$ cat src/rtl/assert_macros.svh
// ---------------------------------------------------------------------------
// Assertion macros used by the encoder top module.
// Each macro checks a property on the rising edge of clk while rst_n is high.
// ---------------------------------------------------------------------------
`ifndef ASSERT_MACROS_SVH
`define ASSERT_MACROS_SVH

// A condition that must hold at every active clock edge.
`define ASSERT_ALWAYS(label, cond, msg) \
label: assert property (@(posedge clk) disable iff (!rst_n) (cond)) else $error(msg);

// A trigger that must be followed in the next cycle by a consequence.
`define ASSERT_NEXT(label, trig, cons, msg) \
label: assert property (@(posedge clk) disable iff (!rst_n) (trig) |=> (cons)) \
    else $error(msg);

`endif

$ cat src/rtl/dsre_pkg.sv
// ---------------------------------------------------------------------------
// dsre_pkg
// Constants of the differential syndrome redundancy encoder.
// ---------------------------------------------------------------------------
`default_nettype none

package dsre_pkg;

    // Default sizes of the encoder.
    localparam int DEF_DATA_BITS  = 16;
    localparam int DEF_RED_BITS   = 16;
    localparam int DEF_SYND_BITS  = 8;
    localparam int DEF_MAX_BLOCKS = 4;

    // Fixed field widths of the item channels.
    localparam int WORD_W = 16;
    localparam int DIFF_W = 8;
    localparam int OUT_W  = 3 * WORD_W + DIFF_W;

    // Configuration port sizes.
    localparam int CFG_ADDR_W = 3;
    localparam int CFG_DATA_W = 64;

    // Layout of the block registers.
    localparam int REG_BLOCKS = 4;
    localparam int CNT_W      = 5;
    localparam int COUNTS_W   = 10;
    localparam int MASKS_W    = 32;
    localparam int OFFS_W     = 28;
    localparam int BCOUNT_W   = 3;

    // Reset value of the column count register: 15 data, 10 redundancy.
    localparam logic [COUNTS_W-1:0] COUNTS_RESET = 10'd335;

    // Configuration register indexes.
    typedef enum logic [CFG_ADDR_W-1:0] {
        REG_DATA_LOW    = 3'd0,
        REG_DATA_HIGH   = 3'd1,
        REG_RED_LOW     = 3'd2,
        REG_RED_HIGH    = 3'd3,
        REG_COL_COUNTS  = 3'd4,
        REG_BLOCK_MASKS = 3'd5,
        REG_BLOCK_OFFS  = 3'd6,
        REG_BLOCK_COUNT = 3'd7
    } cfg_index_t;

endpackage

`default_nettype wire

$ cat src/rtl/differential_syndrome_redundancy_encoder_top.sv
// ---------------------------------------------------------------------------
// differential_syndrome_redundancy_encoder_top
// Keeps a redundancy word in step with a stream of data words by flipping
// only the redundancy bits that the syndrome difference selects.
// ---------------------------------------------------------------------------
// Usage:
//   Data words enter on the s_* stream channel; one result item per data
//   word leaves on the m_* channel carrying the data word, the updated
//   redundancy word, the flip mask and the syndrome difference.
//   The encoder has an input register and a result register. An item
//   accepted into the input register is processed there and moves into
//   the result register, which raises m_tvalid, at the next edge at which
//   the result register is free. One item is taken every cycle as long as
//   the receiver takes results; the rate is set by the single register
//   loop on the redundancy word, which is updated when an item moves from
//   the input register into the result register.
//   When the receiver stalls, the result register holds its item and the
//   input register still takes one more item, after which s_tready drops.
//   Configuration is written through cfg_we/cfg_addr/cfg_wdata while the
//   block is idle; a write takes effect at the next edge.
//   Reset (rst_n low, asynchronous) empties both registers, clears the
//   redundancy word and restores the configuration reset values.
// ---------------------------------------------------------------------------
`default_nettype none

`include "assert_macros.svh"

module differential_syndrome_redundancy_encoder_top
    import dsre_pkg::*;
#(
    parameter int DATA_BITS  = DEF_DATA_BITS,
    parameter int RED_BITS   = DEF_RED_BITS,
    parameter int SYND_BITS  = DEF_SYND_BITS,
    parameter int MAX_BLOCKS = DEF_MAX_BLOCKS
)
(
    input  wire logic                  clk,
    input  wire logic                  rst_n,

    // Configuration write port.
    input  wire logic                  cfg_we,
    input  wire logic [CFG_ADDR_W-1:0] cfg_addr,
    input  wire logic [CFG_DATA_W-1:0] cfg_wdata,

    // Input items.
    input  wire logic                  s_tvalid,
    output logic                       s_tready,
    input  wire logic [WORD_W-1:0]     s_tdata,   // [15:0] data_word

    // Result items.
    output logic                       m_tvalid,
    input  wire logic                  m_tready,
    output logic [OUT_W-1:0]           m_tdata    // [15:0] data_out,
                                                  // [31:16] redundancy_word,
                                                  // [47:32] flip_mask,
                                                  // [55:48] syndrome_difference
);

    localparam int USED_BLOCKS = (MAX_BLOCKS < REG_BLOCKS) ? MAX_BLOCKS : REG_BLOCKS;
    localparam int POS_W       = 9;

    // Configuration registers.
    logic [CFG_DATA_W-1:0] data_low_reg;
    logic [CFG_DATA_W-1:0] data_high_reg;
    logic [CFG_DATA_W-1:0] red_low_reg;
    logic [CFG_DATA_W-1:0] red_high_reg;
    logic [COUNTS_W-1:0]   counts_reg;
    logic [MASKS_W-1:0]    masks_reg;
    logic [OFFS_W-1:0]     offs_reg;
    logic [BCOUNT_W-1:0]   bcount_reg;

    // Pipeline registers and state.
    logic                  in_valid_reg;
    logic [WORD_W-1:0]     data_reg;
    logic [RED_BITS-1:0]   red_reg;
    logic [RED_BITS-1:0]   red_next;
    logic                  out_valid_reg;
    logic [OUT_W-1:0]      out_reg;
    logic [OUT_W-1:0]      out_next;

    logic                  advance;
    logic                  load;
    logic [2*CFG_DATA_W-1:0] data_cols;
    logic [2*CFG_DATA_W-1:0] red_cols;
    logic [CNT_W-1:0]      data_cnt;
    logic [CNT_W-1:0]      red_cnt;
    logic [SYND_BITS-1:0]  data_syn;
    logic [SYND_BITS-1:0]  red_syn;
    logic [SYND_BITS-1:0]  diff;
    logic [BCOUNT_W-1:0]   blocks_used;
    logic [RED_BITS-1:0]   flips;

    // Configuration writes.
    always_ff @(posedge clk or negedge rst_n)
    begin
        if (!rst_n)
        begin
            data_low_reg  <= '0;
            data_high_reg <= '0;
            red_low_reg   <= '0;
            red_high_reg  <= '0;
            counts_reg    <= COUNTS_RESET;
            masks_reg     <= '0;
            offs_reg      <= '0;
            bcount_reg    <= '0;
        end
        else if (cfg_we)
        begin
            unique case (cfg_index_t'(cfg_addr))
                REG_DATA_LOW:    data_low_reg  <= cfg_wdata;
                REG_DATA_HIGH:   data_high_reg <= cfg_wdata;
                REG_RED_LOW:     red_low_reg   <= cfg_wdata;
                REG_RED_HIGH:    red_high_reg  <= cfg_wdata;
                REG_COL_COUNTS:  counts_reg    <= cfg_wdata[COUNTS_W-1:0];
                REG_BLOCK_MASKS: masks_reg     <= cfg_wdata[MASKS_W-1:0];
                REG_BLOCK_OFFS:  offs_reg      <= cfg_wdata[OFFS_W-1:0];
                REG_BLOCK_COUNT: bcount_reg    <= cfg_wdata[BCOUNT_W-1:0];
                default:         bcount_reg    <= bcount_reg;
            endcase
        end
    end

    // Handshake: the result register frees up when taken, the input
    // register frees up when its item moves on.
    assign advance  = !out_valid_reg || m_tready;
    assign load     = in_valid_reg && advance;
    assign s_tready = !in_valid_reg || advance;
    assign m_tvalid = out_valid_reg;
    assign m_tdata  = out_reg;

    // Column counts, clamped to the matrix widths.
    always_comb
    begin
        data_cnt = counts_reg[CNT_W-1:0];
        red_cnt  = counts_reg[2*CNT_W-1:CNT_W];
        if (data_cnt > CNT_W'(DATA_BITS))
        begin
            data_cnt = CNT_W'(DATA_BITS);
        end
        if (red_cnt > CNT_W'(RED_BITS))
        begin
            red_cnt = CNT_W'(RED_BITS);
        end
    end

    assign data_cols = {data_high_reg, data_low_reg};
    assign red_cols  = {red_high_reg, red_low_reg};

    // Syndromes of the new data word and of the current redundancy word.
    always_comb
    begin
        data_syn = '0;
        red_syn  = '0;
        for (int i = 0; i < DATA_BITS; i++)
        begin
            if ((CNT_W'(i) < data_cnt) && data_reg[i])
            begin
                data_syn = data_syn ^ data_cols[i*8 +: SYND_BITS];
            end
        end
        for (int i = 0; i < RED_BITS; i++)
        begin
            if ((CNT_W'(i) < red_cnt) && red_reg[i])
            begin
                red_syn = red_syn ^ red_cols[i*8 +: SYND_BITS];
            end
        end
    end

    assign diff = data_syn ^ red_syn;

    // Block count, limited to the blocks that exist.
    always_comb
    begin
        blocks_used = bcount_reg;
        if (bcount_reg > BCOUNT_W'(USED_BLOCKS))
        begin
            blocks_used = BCOUNT_W'(USED_BLOCKS);
        end
    end

    // Each block in use with a nonzero chunk selects at most one redundancy bit to flip.
    always_comb
    begin
        logic [7:0]       chunk;
        logic [7:0]       shifted;
        logic [2:0]       bit_off;
        logic [3:0]       col_off;
        logic [POS_W-1:0] pos1;
        flips = '0;
        for (int b = 0; b < USED_BLOCKS; b++)
        begin
            chunk   = 8'(diff) & masks_reg[b*8 +: 8];
            bit_off = offs_reg[b*7 +: 3];
            col_off = offs_reg[b*7+3 +: 4];
            shifted = chunk >> bit_off;
            pos1    = POS_W'(col_off) + POS_W'(shifted);
            if ((BCOUNT_W'(b) < blocks_used) && (chunk != 8'd0))
            begin
                for (int j = 0; j < RED_BITS; j++)
                begin
                    if (pos1 == POS_W'(j + 1))
                    begin
                        flips[j] = 1'b1;
                    end
                end
            end
        end
    end

    function automatic logic [DIFF_W-1:0] diff_ext(input logic [SYND_BITS-1:0] d);
        return DIFF_W'(d);
    endfunction

    assign red_next = red_reg ^ flips;
    assign out_next = {diff_ext(diff), WORD_W'(flips), WORD_W'(red_next), data_reg};

    // Input register.
    always_ff @(posedge clk or negedge rst_n)
    begin
        if (!rst_n)
        begin
            in_valid_reg <= 1'b0;
        end
        else if (s_tready)
        begin
            in_valid_reg <= s_tvalid;
        end
    end

    always_ff @(posedge clk)
    begin
        if (s_tready && s_tvalid)
        begin
            data_reg <= s_tdata;
        end
    end

    // Redundancy state and result register.
    always_ff @(posedge clk or negedge rst_n)
    begin
        if (!rst_n)
        begin
            red_reg       <= '0;
            out_valid_reg <= 1'b0;
        end
        else
        begin
            if (load)
            begin
                red_reg <= red_next;
            end
            if (advance)
            begin
                out_valid_reg <= in_valid_reg;
            end
        end
    end

    always_ff @(posedge clk)
    begin
        if (load)
        begin
            out_reg <= out_next;
        end
    end

    // The redundancy word only moves when an item is processed.
    `ASSERT_NEXT(a_red_stable, !load, $stable(red_reg), "redundancy changed without an item")

    // A loaded result carries the redundancy word now held in the state.
    `ASSERT_NEXT(a_red_out, load, m_tdata[2*WORD_W-1:WORD_W] == WORD_W'(red_reg),
        "result redundancy differs from state")

    // The state moved by exactly the reported flip mask.
    `ASSERT_NEXT(a_flip_mask, load,
        WORD_W'(red_reg ^ $past(red_reg)) == m_tdata[3*WORD_W-1:2*WORD_W],
        "flip mask does not match redundancy change")

endmodule

`default_nettype wire
$ cat config.mk
export PLATFORM = sky130hd
export DESIGN_NAME = differential_syndrome_redundancy_encoder_top
export DESIGN_NICKNAME = d
export VERILOG_FILES = /design/src/rtl/dsre_pkg.sv /design/src/rtl/differential_syndrome_redundancy_encoder_top.sv
export VERILOG_INCLUDE_DIRS = /design/src /design/src/rtl
export SDC_FILE = /design/constraint.sdc
export NUM_CORES = 1
export LEC_CHECK = 0
export ABC_CLOCK_PERIOD_IN_PS = 6100
export BUFFER_PORTS_ARGS = -buffer_cell sky130_fd_sc_hd__buf_2
export CORE_UTILIZATION = 56
export DETAILED_ROUTE_END_ITERATION = 8
export PLACE_DENSITY = 0.75
export SLEW_MARGIN = 10
export SYNTH_ARGS = -nofsm -noshare
export SYNTH_HDL_FRONTEND = slang
export SYNTH_SLANG_ARGS = --single-unit
$ cat constraint.sdc
create_clock -name clk -period 6.1 [get_ports clk]
set_clock_uncertainty 0.15 [all_clocks]
set_input_delay 0.61 -clock clk [delete_from_list [all_inputs] [get_ports clk]]
set_output_delay 0.61 -clock clk [all_outputs]
set_load 0.01 [all_outputs]
[Word-level counts from Yosys, hierarchy flattened]
Cells that the tools add are included.
Widths: inputs -> output; s select.
Operators by class
  $add $sub $neg: 4
  multiply operators: 0
  divide/modulo/power cells: 0
  magnitude comparators: 39
  eq/ne operators: 71
  shift operators: 4
  muxes and demuxes: 103
  bitwise gates (word level): 36
  reductions and logical operators: 55
Operators with widths (count)
  $eq 9x4->1 const B: 32
  $mux 8: 32
  $xor 8x8->8: 31
  $eq 9x3->1 const B: 16
  $lt 4x5->1 const A: 16
  $eq 9x2->1 const B: 8
  $mux 1: 64
  $mux 16: 4
  $lt 3x5->1 const A: 8
  $logic_and 1x1->1: 38
  $add 4x8->9: 4
  $eq 9x1->1 const B: 4
  $eq 9x5->1 const B: 4
  $and 8x8->8: 4
  $reduce_bool 8->1: 4
  $shr 8x3->8: 4
  $lt 1x5->1 const A: 4
  $lt 2x5->1 const A: 4
  $reduce_and 2->1: 8
  $xor 16x16->16: 1
  $eq 3x3->1 const B: 4
  $gt 5x5->1 const B: 2
  $mux 5: 2
  $eq 3x2->1 const B: 2
  other kinds (8): 12
Word-level totals
  bits in registers: 419
  bits in latches: 0
  RAM bits: 0
  memory bits (read-only): 0
  input port bits: 88
  output and inout port bits: 58
  word-level logic and storage cells: 325
  memories: 0

[Depth between registers and ports, before layout]
Gate-level depths: netlist (run 1).
  depth in word-level cells: 49
  depth in mapped cells: 31

[Worst setup path before layout (run 1)]
No wires, ideal clock.
  path kind: reg2reg
  start point: register counts_reg[9]
  end point: register out_reg[18] (netlist: m_tdata[18]), data pin
  setup time: 0.270 ns
  data arrival time: 6.138 ns
  required time: 5.680 ns
  slack: -0.458 ns
  cell stages (with the launch flop): 30
  buffers on the path: 6
  period minus slack after synthesis: 6.558 ns
  cell sequence: dfrtp_1 > buf_2 > buf_2 > buf_2 > buf_2 > buf_1 > nand3_1 > xnor2_1 > xnor2_1 > xnor2_1 > xnor3_1 > xnor2_1 > xnor2_1 > clkinv_1 > nand2_1 > mux4_2 > o21ai_0 > ha_1 > a21o_1 > a21oi_1 > inv_1 > a21oi_1 > nor2_1 > a211o_1 > a31o_2 > a21oi_2 > buf_2 > nor3_1 > or3_2 > xor2_1
On the way
  cells in the longest elaborated chain, start to end: 49
RTL lines
  start, declared: RTL line differential_syndrome_redundancy_encoder_top.sv:67  | logic [COUNTS_W-1:0] counts_reg;
  start signal, assigned: RTL line differential_syndrome_redundancy_encoder_top.sv:114  | REG_COL_COUNTS: counts_reg <= cfg_wdata[COUNTS_W-1:0];
  $gt 5x5->1: RTL line differential_syndrome_redundancy_encoder_top.sv:140  | if (red_cnt > CNT_W'(RED_BITS))
  $mux 5 *: RTL line differential_syndrome_redundancy_encoder_top.sv:140
  $lt 1x5->1: RTL line differential_syndrome_redundancy_encoder_top.sv:163  | if ((CNT_W'(i) < red_cnt) && red_reg[i])
  $logic_and 1x1->1: RTL line differential_syndrome_redundancy_encoder_top.sv:163
  $mux 8: RTL line differential_syndrome_redundancy_encoder_top.sv:163
  $xor 8x8->8: RTL line differential_syndrome_redundancy_encoder_top.sv:165  | red_syn = red_syn ^ red_cols[i*8 +: SYND_BITS];
  $mux 8: RTL line differential_syndrome_redundancy_encoder_top.sv:163
  $xor 8x8->8: RTL line differential_syndrome_redundancy_encoder_top.sv:165
  [28 not listed]
  named net diff[1]: RTL line differential_syndrome_redundancy_encoder_top.sv:89  | logic [SYND_BITS-1:0] diff;
  [7 not listed]
  $mux 16: RTL line differential_syndrome_redundancy_encoder_top.sv:198  | if ((BCOUNT_W'(b) < blocks_used) && (chunk != 8'd0))
  $mux 1: RTL line differential_syndrome_redundancy_encoder_top.sv:202  | if (pos1 == POS_W'(j + 1))
  $mux 16: RTL line differential_syndrome_redundancy_encoder_top.sv:198
  $mux 1: RTL line differential_syndrome_redundancy_encoder_top.sv:202
  $mux 16 *: RTL line differential_syndrome_redundancy_encoder_top.sv:198
  named net flips[2]: RTL line differential_syndrome_redundancy_encoder_top.sv:91  | logic [RED_BITS-1:0] flips;
  $xor 16x16->16 *: RTL line differential_syndrome_redundancy_encoder_top.sv:215  | assign red_next = red_reg ^ flips;
  named net red_next[2]: RTL line differential_syndrome_redundancy_encoder_top.sv:76  | logic [RED_BITS-1:0] red_next;
  end signal, assigned: RTL line differential_syndrome_redundancy_encoder_top.sv:264  | out_reg <= out_next;
  end, declared: RTL line differential_syndrome_redundancy_encoder_top.sv:78  | logic [OUT_W-1:0] out_reg;
The timed path passes the listed nets; every way through them passes the cells marked *.
A chain may end at the register's enable or synchronous reset.

[Worst setup path in the final report (run 1)]
  start point: register counts_reg[8]
  end point: register out_reg[24] (netlist: m_tdata[24]), data pin
On the way
  cells in the longest elaborated chain, start to end: 49
RTL lines (RTL line)
  $gt 5x5->1: differential_syndrome_redundancy_encoder_top.sv:140
  $mux 5 *: differential_syndrome_redundancy_encoder_top.sv:140
  $lt 1x5->1: differential_syndrome_redundancy_encoder_top.sv:163
  $logic_and 1x1->1: differential_syndrome_redundancy_encoder_top.sv:163
  $mux 8: differential_syndrome_redundancy_encoder_top.sv:163
  $xor 8x8->8: differential_syndrome_redundancy_encoder_top.sv:165
  $mux 8: differential_syndrome_redundancy_encoder_top.sv:163
  $xor 8x8->8: differential_syndrome_redundancy_encoder_top.sv:165
  [28 not listed]
  named net diff[0]: differential_syndrome_redundancy_encoder_top.sv:89
  [7 not listed]
  $mux 16: differential_syndrome_redundancy_encoder_top.sv:198
  $mux 1: differential_syndrome_redundancy_encoder_top.sv:202
  $mux 16: differential_syndrome_redundancy_encoder_top.sv:198
  $mux 1: differential_syndrome_redundancy_encoder_top.sv:202
  $mux 16 *: differential_syndrome_redundancy_encoder_top.sv:198
  named net flips[8]: differential_syndrome_redundancy_encoder_top.sv:91
  $xor 16x16->16 *: differential_syndrome_redundancy_encoder_top.sv:215
  named net red_next[8]: differential_syndrome_redundancy_encoder_top.sv:76
Marked as above.

==> results of run 1 <==
## kinds of logic after synthesis
| logic type | count (synthesis) | share of synthesized area (%) |
|---|---|---|
| DFF | 419 | 47.67 |
| buffers and inverters | 138 | 2.462 |
| adders and majority gates | 20 | 1.231 |
| muxes | 342 | 17.14 |
| xor gates and xnor gates | 260 | 12.12 |
| AOI/OAI and AO/OA | 289 | 9.387 |
| and+or+nand+nor | 441 | 9.986 |
## cell usage in the layout, fill, tap and decap left out, drive strengths merged, types with 13 or more instances in the layout
cell type,n
ha,16
nor2b,16
a21oi,28
nand3,158
nor3,20
o21ai,37
nor2,36
a21o,21
xnor2,170
inv,27
o31ai,13
clkinv,16
mux2,333
xnor3,32
edfxtp,72
clkbuf,67
dfrtp,341
or3,19
o211ai,95
buf,560
and2,17
nand2,109
xor2,56
## worst max-delay path by stage
| stage | start | endpoint | slack [ns] | depth (start not counted) |
|---|---|---|---|---|
| after floorplan | counts_reg[4] | m_tdata[18] | 0.01 | 26 |
| after global placement | counts_reg[2] | m_tdata[28] | -0.75 | 26 |
| after detailed placement | counts_reg[2] | m_tdata[28] | -0.80 | 25 |
| after CTS | counts_reg[8] | m_tdata[17] | -0.32 | 25 |
| after global routing | counts_reg[8] | m_tdata[24] | -0.63 | 26 |
| final | counts_reg[8] | m_tdata[24] | -0.48 | 27 |
## layout make-up
type                            count  area [um2]  share of cell area (%)
Antenna cell                        1       2.502                0.008344
Sequential cell                   419       10860                   36.21
Inverter                           30       118.9                  0.3963
Multi-Input combinational cell   1352       12590                   41.97
Clock buffer                       67        1384                   4.614
Timing Repair Buffer              561        4204                   14.02
Clock inverter                     19       180.2                  0.6008
Tap cell                          525       656.9                   2.190
## per-layer routing
layer	vias to the layer above	GRT usage [%]
met5	-	0
met4	2	16.38
met3	189	10.45
met2	939	56.85
met1	9341	52.44
li1	8026	-
## critical path: stages, from the launching register on
cell and delay (ns):
dfstp_2 0.65, buf_6 0.17, a31o_2 0.25, buf_4 0.17, nand3_1 0.15, xnor2_2 0.23
xnor2_1 0.16, buf_4 0.17, xnor3_2 0.40, xnor3_2 0.55, nand2_2 0.12, o21ai_2 0.05
mux2i_1 0.21, mux2i_2 0.12, ha_2 0.23, fa_2 0.34, a21o_1 0.19, a21oi_4 0.20
buf_6 0.13, nor4_1 0.04, a211o_1 0.31, a31o_4 0.25, a21oi_4 0.20, buf_12 0.18
buf_12 0.11, nor4_4 0.04, or3_4 0.39, xor2_1 0.15
## what timing repair did
action / 4_1_cts / 5_1_grt
cloned: 1 / 0
gates resized for setup: 202 / 99
hold endpoints to repair: 90 / 0
buffers inserted: 50 / 17
pin swaps: 85 / 50
hold buffers: 1 / 0
endpoints found under the setup margin: 48 / 48
## through the flow
| step | setup TNS (ns) | area (um2) | util, % |
|---|---|---|---|
| 6_report | -16.75 | 29990 | 75.14 |
| 5_1_grt | -24.32 | 29990 | 75.13 |
| 4_1_cts | -10.45 | 29470 | 73.83 |
| 3_5_place_dp | -28.61 | 26520 | 66.45 |
| 3_3_place_gp | -25.18 | 26520 | 66.45 |
| 2_1_floorplan | 0 | 22820 | - |
==> results.cfg, run 1 <==
[flow_run]
cap_viol_max_count = 0

[placed_design]
port_buffers = 145
place_congestion = 0.9945
placed_cells = 2825
pre_cts_ws_ns = -0.7976
dp_hpwl_um = 56200

[synthesis]
ys_seq_elements = 419
synth_nets = 2017
yosysMostFrequentCell = dfrtp_1
synthDistinctLibCells = 95
syn_area_mm2 = 0.02277
seq_area_frac_synth_pct = 47.67
synth_top_area_share_pct = 37.48
synthTopCellsByArea = dfrtp_1 37%, mux2_2 16%, edfxtp_1 9.5%
async_flop_share_pct = 82.82
synth_warnings = 0
syn_inst = 1909
synthTopCellsByCount = 341 x dfrtp_1, 333 x mux2_2, 170 x xnor2_1, 157 x nand3_1, 105 x nand2_1
synth_ff_type = dfrtp_1
yosysTopAreaCell = dfrtp_1
avgSynthCellArea_um2 = 11.93
synth_edf_count = 72

[die]
dieArea_mm2 = 0.04146
die_h_um = 203.6
initial_core_util_pct = 57.04
core_mm2 = 0.03991
pin_count = 146
num_rows = 73
die_x_um = 203.6

[timing]
max_slew_margin_pct = 16.46
hold_slack_ns = 0.03791
min_period_ns = 6.580
rsz0062_at_grt = yes
layout_setup_ws_ns = -0.4801
slew_viol_final = 0
setup-violations-final = 48
worst_pin_slew_ns = 1.253
max_freq_mhz = 152.0
finalCritPeriodShare_pct = 107.9
final-hold-violation-count = 0

[routing]
drt.antenna.violating_nets = 0
drt_iter0_markers = 1822
met3_length_um = 8007
wl_per_cell_um = 26.44
wirelength_met1_um = 32020
top_layer = met5
met2WireLength_um = 35260
dr.pass1.iters = 7
wirelength_um = 78640
drc = 0
vias = 18500
via_per_inst = 6.220

[worst_hold_path]
hold_path_class = in -> reg
min_delay_path_depth = 1
worstHoldStart = s_tdata[13]
min_to = data_reg[13]

[cells_and_area]
n_fill_cell = 2619
fin_cells = 2974
drive_above_1_share_pct = 48.98
area_growth_pct = 31.73
final_nets = 2518

[critical_path]
endpoint_kind = flip-flop
regToRegStartpoint = counts_reg[8]
r2r_cells = 27
critical_path_arrival_ns = 6.77
required_ns = 6.29
start_kind = flip-flop
path_max_fanout = 7
rrSetupSlack_ns = -0.48
path_class = reg -> reg
r2r-end = m_tdata[24]

[cts]
cts_tree = yes
clk_path_buf_depth = 3
numCtsBuffers = 46
clock_sinks = 419
htreeDepth = 2
insertion_delay_ns = 0.60
clk_transition_reported_paths_ns = 0.06
root_buffer = clkbuf_16

[grt]
grt_pass1_wl_um = 116100
grt_use_total_pct = 38.19
antenna_found_initial = 2
grt_pass1_vias = 18440
grt_start_max_net_pins = 139
grt_overflow = 0

[run_status]
status = finished with violations
violations = setup timing
Power of run 1 is left out: the tool's default activity adds up to more than one toggle a clock period on the data nets, which glitch-free logic cannot reach.
==> run 2: changes to the inputs <==
Settings changed: BUFFER_PORTS_ARGS -buffer_cell sky130_fd_sc_hd__buf_2 to -buffer_cell sky130_fd_sc_hd__buf_4.
==> run 2 against run 1 <==
  * Hold slack got worse by 0.0049 ns
  * Sequential share of layout area decreased by 1.0 points
  * Largest cell class unchanged
  * Routed wire length increased by 1.6%
  * Critical path depth decreased by 3
  * The flow still finishes with violations (setup timing)
==> results.cfg, run 2 (synthesized netlist as in run 1, its figures left out) <==
[run_status]
status = finished with violations
violations = setup timing

[timing]
slew_viol_final = 0
min_period_ns = 6.547
max_slew_margin_pct = 25.95
worst_pin_slew_ns = 1.111
rsz0062_at_grt = yes
layout_setup_ws_ns = -0.4470
setup-violations-final = 48
final-hold-violation-count = 0
max_freq_mhz = 152.7
finalCritPeriodShare_pct = 107.3

[grt]
grt_use_total_pct = 38.47
antenna_found_initial = 2
grt_pass1_wl_um = 117200
grt_start_max_net_pins = 108
grt_overflow = 0
grt_pass1_vias = 18400

[cells_and_area]
layout.cells.most_common_list = 501 x buf_4, 341 x dfrtp_1, 331 x mux2_2, 142 x xnor2_1, 141 x nand3_1
seqCellArea_mm2 = 0.01085
antenna_cells = 0
final_cell_area_mm2 = 0.03083
multiInputGateArea_mm2 = 0.01276
area_growth_pct = 35.42
layout_commonest_cell = buf_4
n_fill_cell = 2512
drive_above_1_share_pct = 49.47
final_nets = 2541

[routing]
drt_iter0_markers = 1732
wirelength_um = 79870
dr.pass1.iters = 5
wl_per_cell_um = 26.67
drt.antenna.violating_nets = 0
via_per_inst = 6.280
drc = 0
vias = 18810

[cts]
insertion_delay_ns = 0.60
root_buffer = clkbuf_16
htreeDepth = 2
clock_sinks = 419
cts_tree = yes
clk_path_buf_depth = 3
numCtsBuffers = 46
clk_transition_reported_paths_ns = 0.06

[placed_design]
dp_hpwl_um = 56950
place_congestion = 0.9894
port_buffers = 145
post_dp_cell_area_mm2 = 0.02684

[critical_path]
critical_path_arrival_ns = 6.73
start_kind = flip-flop
crit_chain = buf_6 > buf_6 > o311ai_4 > xnor2_4 > xnor3_1 > xnor3_2 > xnor3_1 > xnor3_2 > buf_12 > nand2_2 > mux4_2 > mux2i_2 > ha_2 > fa_2 > a21o_1 > a21oi_4 > or4_1 > a21o_1 > a31o_4 > a21oi_4 > buf_6 > nor3_1 > or3_4 > xor2_1
path_max_fanout = 6
r2r_cells = 24
critPathSlowestCell = mux4_2
endpoint_kind = flip-flop
slowest_delay_ns = 0.50
required_ns = 6.28
worst_path_most_repeated_cell = buf_6
path_class = reg -> reg

[die]
initial_core_util_pct = 57.04
die_h_um = 203.6
die_x_um = 203.6
num_rows = 73
pin_count = 146
core_mm2 = 0.03991
dieArea_mm2 = 0.04146

[worst_hold_path]
min_delay_path_depth = 1
hold_path_class = in -> reg

[flow_run]
cap_viol_max_count = 0
run 2: worst max-delay path: cells and delay by family (launching register included):
family / cells / cell delay, ns
compound gates: 6 / 1.27
xor+xnor: 6 / 1.78
fa+ha+maj: 2 / 0.44
buf+inv: 4 / 0.58
flops: 1 / 0.39
mux: 2 / 0.68
simple gates: 4 / 0.97
run 2: layout make-up:
class	count	area share [%]
Sequential cell	419	35.20
Tap cell	525	2.131
Clock buffer	59	4.091
Inverter	30	0.3896
Multi-Input combinational cell	1352	41.38
Clock inverter	26	1.161
Timing Repair Buffer	584	15.65
run 2: timing repair:
action,in CTS,in global routing
pin swaps,142,74
hold buffers,1,0
gates cloned,1,0
setup buffers,67,31
endpoints found under the setup margin,48,48
gates resized for setup,221,115
endpoints found under the hold margin,81,0
run 2: stage by stage:
| stage | util [%] | worst slack [ns] | TNS, ns | cells | hold slack, ns |
|---|---|---|---|---|---|
| finish | 77.24 | -0.4470 | -16.76 | 2995 | 0.03300 |
| global route | 77.24 | -0.5703 | -22.83 | 2995 | 0.02192 |
| CTS | 75.30 | -0.3622 | -12.25 | 2968 | 0.01961 |
| detailed placement | 67.24 | -0.7772 | -27.16 | 2819 | 0.3434 |
| global placement | 67.24 | -0.6212 | -21.72 | 2819 | 0.3314 |
| floorplan | - | 0.01357 | 0 | 1909 | 0.1644 |
run 2: routing by layer:
metal	wire (um)	global-route usage, %
met5	12	0
met4	3595	14.63
met3	8181	8.341
met2	35410	57.20
met1	32670	55.10
run 2: path summary, 6_finish.rpt:
| path | endpoint | slack (ns) | startpoint |
|---|---|---|---|
| setup / recovery | m_tdata[21] | -0.45 | counts_reg[2] |
| hold / removal | data_reg[3] | 0.03 | s_tdata[3] |
| setup reg to reg | m_tdata[21] | -0.45 | counts_reg[2] |
| hold reg to reg | data_low_reg[2] | 0.36 | data_low_reg[2] |
| max in group asynchronous | offs_reg[11] | 3.91 | rst_n |
| min in group asynchronous | offs_reg[27] | 0.45 | rst_n |
Power of run 2 is left out for the same reason.
==> run 3: changes to the inputs <==
Settings changed: RECOVER_POWER set to 100.
==> run 3 against run 2 <==
  * The run ends with capacitance limit, slew limit, setup timing left
  * Critical path depth is the same
  * Clock-buffer cell count unchanged
  * Critical path type unchanged
  * Utilization is 0.83 points lower
  * Non-clock buffer count unchanged
  * Maximum frequency decreased by 0.15%
  * Final cell count did not move
  * Worst setup slack got worse by 0.0096 ns
  * Die area did not move
  * Routed wire length is essentially flat
  * Hold slack improved by 0.022 ns
==> results.cfg, run 3 (synthesized netlist as in run 1, its figures left out) <==
[critical_path]
r2r_cells = 24
critical_path_arrival_ns = 6.74
critPathTopFamily = XOR/XNOR gates
rrSetupSlack_ns = -0.46
path_class = reg -> reg
cp.depth = 24
critPathSlowestCell = dfstp_2
crit_chain = buf_6 > buf_8 > o311ai_4 > xnor2_4 > xnor3_1 > xnor3_2 > xnor3_1 > xnor3_2 > buf_12 > nand2_2 > mux4_2 > mux2i_2 > ha_2 > fa_2 > a21o_1 > a21oi_4 > or4_1 > a21o_1 > a31o_4 > a21oi_4 > buf_6 > nor3_1 > or3_4 > xor2_1
regToRegStartpoint = counts_reg[3]
path_max_fanout = 6
cp_num_buf_inv = 4
worstSetupStartpoint = counts_reg[3]
slowest_delay_ns = 0.62
required_ns = 6.28
endpoint_kind = flip-flop
start_kind = flip-flop

[timing]
worst_pin_slew_ns = 4.979
finalCritPeriodShare_pct = 107.5
max_freq_mhz = 152.5
layout_setup_ws_ns = -0.4566
final-hold-violation-count = 0
rsz0062_at_grt = yes
slew_viol_final = 457
max_slew_margin_pct = -231.9
setup-violations-final = 48
min_period_ns = 6.557

[cts]
htreeDepth = 2
clk_path_buf_depth = 3
insertion_delay_ns = 0.60
root_buffer = clkbuf_16
clock_sinks = 419
numCtsBuffers = 46
cts_tree = yes
clk_transition_reported_paths_ns = 0.06

[routing]
drc = 0
wl_per_cell_um = 26.67
drt.antenna.violating_nets = 0
vias = 18790
dr.pass1.iters = 5
via_per_inst = 6.274
wirelength_um = 79860
drt_iter0_markers = 1853

[grt]
grt_start_max_net_pins = 108
use_met2_pct = 57.20
grt_use_total_pct = 38.47
antenna_found_initial = 2
grt_pass1_wl_um = 117200
globalRouteMet3Util_pct = 8.341
top_usage_layer = met2
grt_overflow = 0
use_met1_pct = 55.10
grt_pass1_vias = 18400

[cells_and_area]
layout_commonest_cell = buf_4
fin_cells = 2995
final_nets = 2541
n_fill_cell = 2603
drive_above_1_share_pct = 46.07
area_growth_pct = 33.96
final_cell_area_mm2 = 0.03050
seqCellArea_mm2 = 0.01085
multiInputGateArea_mm2 = 0.01274
antenna_cells = 0
layout.cells.most_common_list = 403 x buf_4, 341 x dfrtp_1, 331 x mux2_2, 142 x xnor2_1, 141 x nand3_1

[flow_run]
cap_viol_max_count = 9

[run_status]
violations = capacitance limit, slew limit, setup timing
status = finished with violations

[placed_design]
port_buffers = 145
place_congestion = 0.9894
post_dp_cell_area_mm2 = 0.02684
dp_hpwl_um = 56950
placed_cells = 2819

[die]
die_h_um = 203.6
num_rows = 73
core_mm2 = 0.03991
die_x_um = 203.6
initial_core_util_pct = 57.04
dieArea_mm2 = 0.04146
pin_count = 146

[worst_hold_path]
min_delay_path_depth = 1
worstHoldStart = s_tdata[3]
hold_path_class = in -> reg
-- run 3: final cells by class --
cell class,count,share of cell area (%)
well taps,525,2.154
flip-flops and latches,419,35.59
repair buffers,584,14.78
clock buffers,59,4.136
clock inverters,26,1.173
inverters,30,0.3939
multi-input cells,1352,41.78
-- run 3: through the flow --
step	utilization (%)	setup TNS [ns]	hold WS, ns	setup slack, ns
6_report	76.41	-17.46	0.05532	-0.4566
5_1_grt	76.41	-41.75	0.04508	-0.5802
4_1_cts	75.30	-12.25	0.01961	-0.3622
3_5_place_dp	67.24	-27.16	0.3434	-0.7772
3_3_place_gp	67.24	-21.72	0.3314	-0.6212
2_1_floorplan	-	0	0.1644	0.01357
-- run 3: layer usage --
| layer | vias up | wire length (um) |
|---|---|---|
| met2 | 1028 | 35180 |
| li1 | 8064 | - |
| met5 | - | 12 |
| met3 | 221 | 8106 |
| met4 | 2 | 3825 |
| met1 | 9477 | 32740 |
-- run 3: worst register-to-register path: stages, from the launching register on --
cell	delay, ns
dfstp_2	0.62
buf_6	0.14
buf_8	0.12
o311ai_4	0.13
xnor2_4	0.25
xnor3_1	0.46
xnor3_2	0.48
xnor3_1	0.24
xnor3_2	0.25
buf_12	0.13
nand2_2	0.08
mux4_2	0.50
mux2i_2	0.18
ha_2	0.23
fa_2	0.21
a21o_1	0.16
a21oi_4	0.08
or4_1	0.41
a21o_1	0.18
a31o_4	0.22
a21oi_4	0.24
buf_6	0.19
nor3_1	0.09
or3_4	0.39
xor2_1	0.16
-- run 3: worst paths after layout --
check | to
worst max-delay path | m_tdata[21]
min in group asynchronous | offs_reg[27]
worst max register to register | m_tdata[21]
max in group asynchronous | data_high_reg[12]
worst min register to register | red_low_reg[37]
worst min-delay path | data_reg[3]
-- run 3: what timing repair did --
| action | in CTS | in global routing |
|---|---|---|
| endpoints found under the hold margin | 81 | 0 |
| resized for setup | 221 | 115 |
| cloned | 1 | 0 |
| pin swaps | 142 | 74 |
| hold buffers | 1 | 0 |
| endpoints found under the setup margin | 48 | 48 |
| setup buffers | 67 | 31 |
Power of run 3 is left out for the same reason.
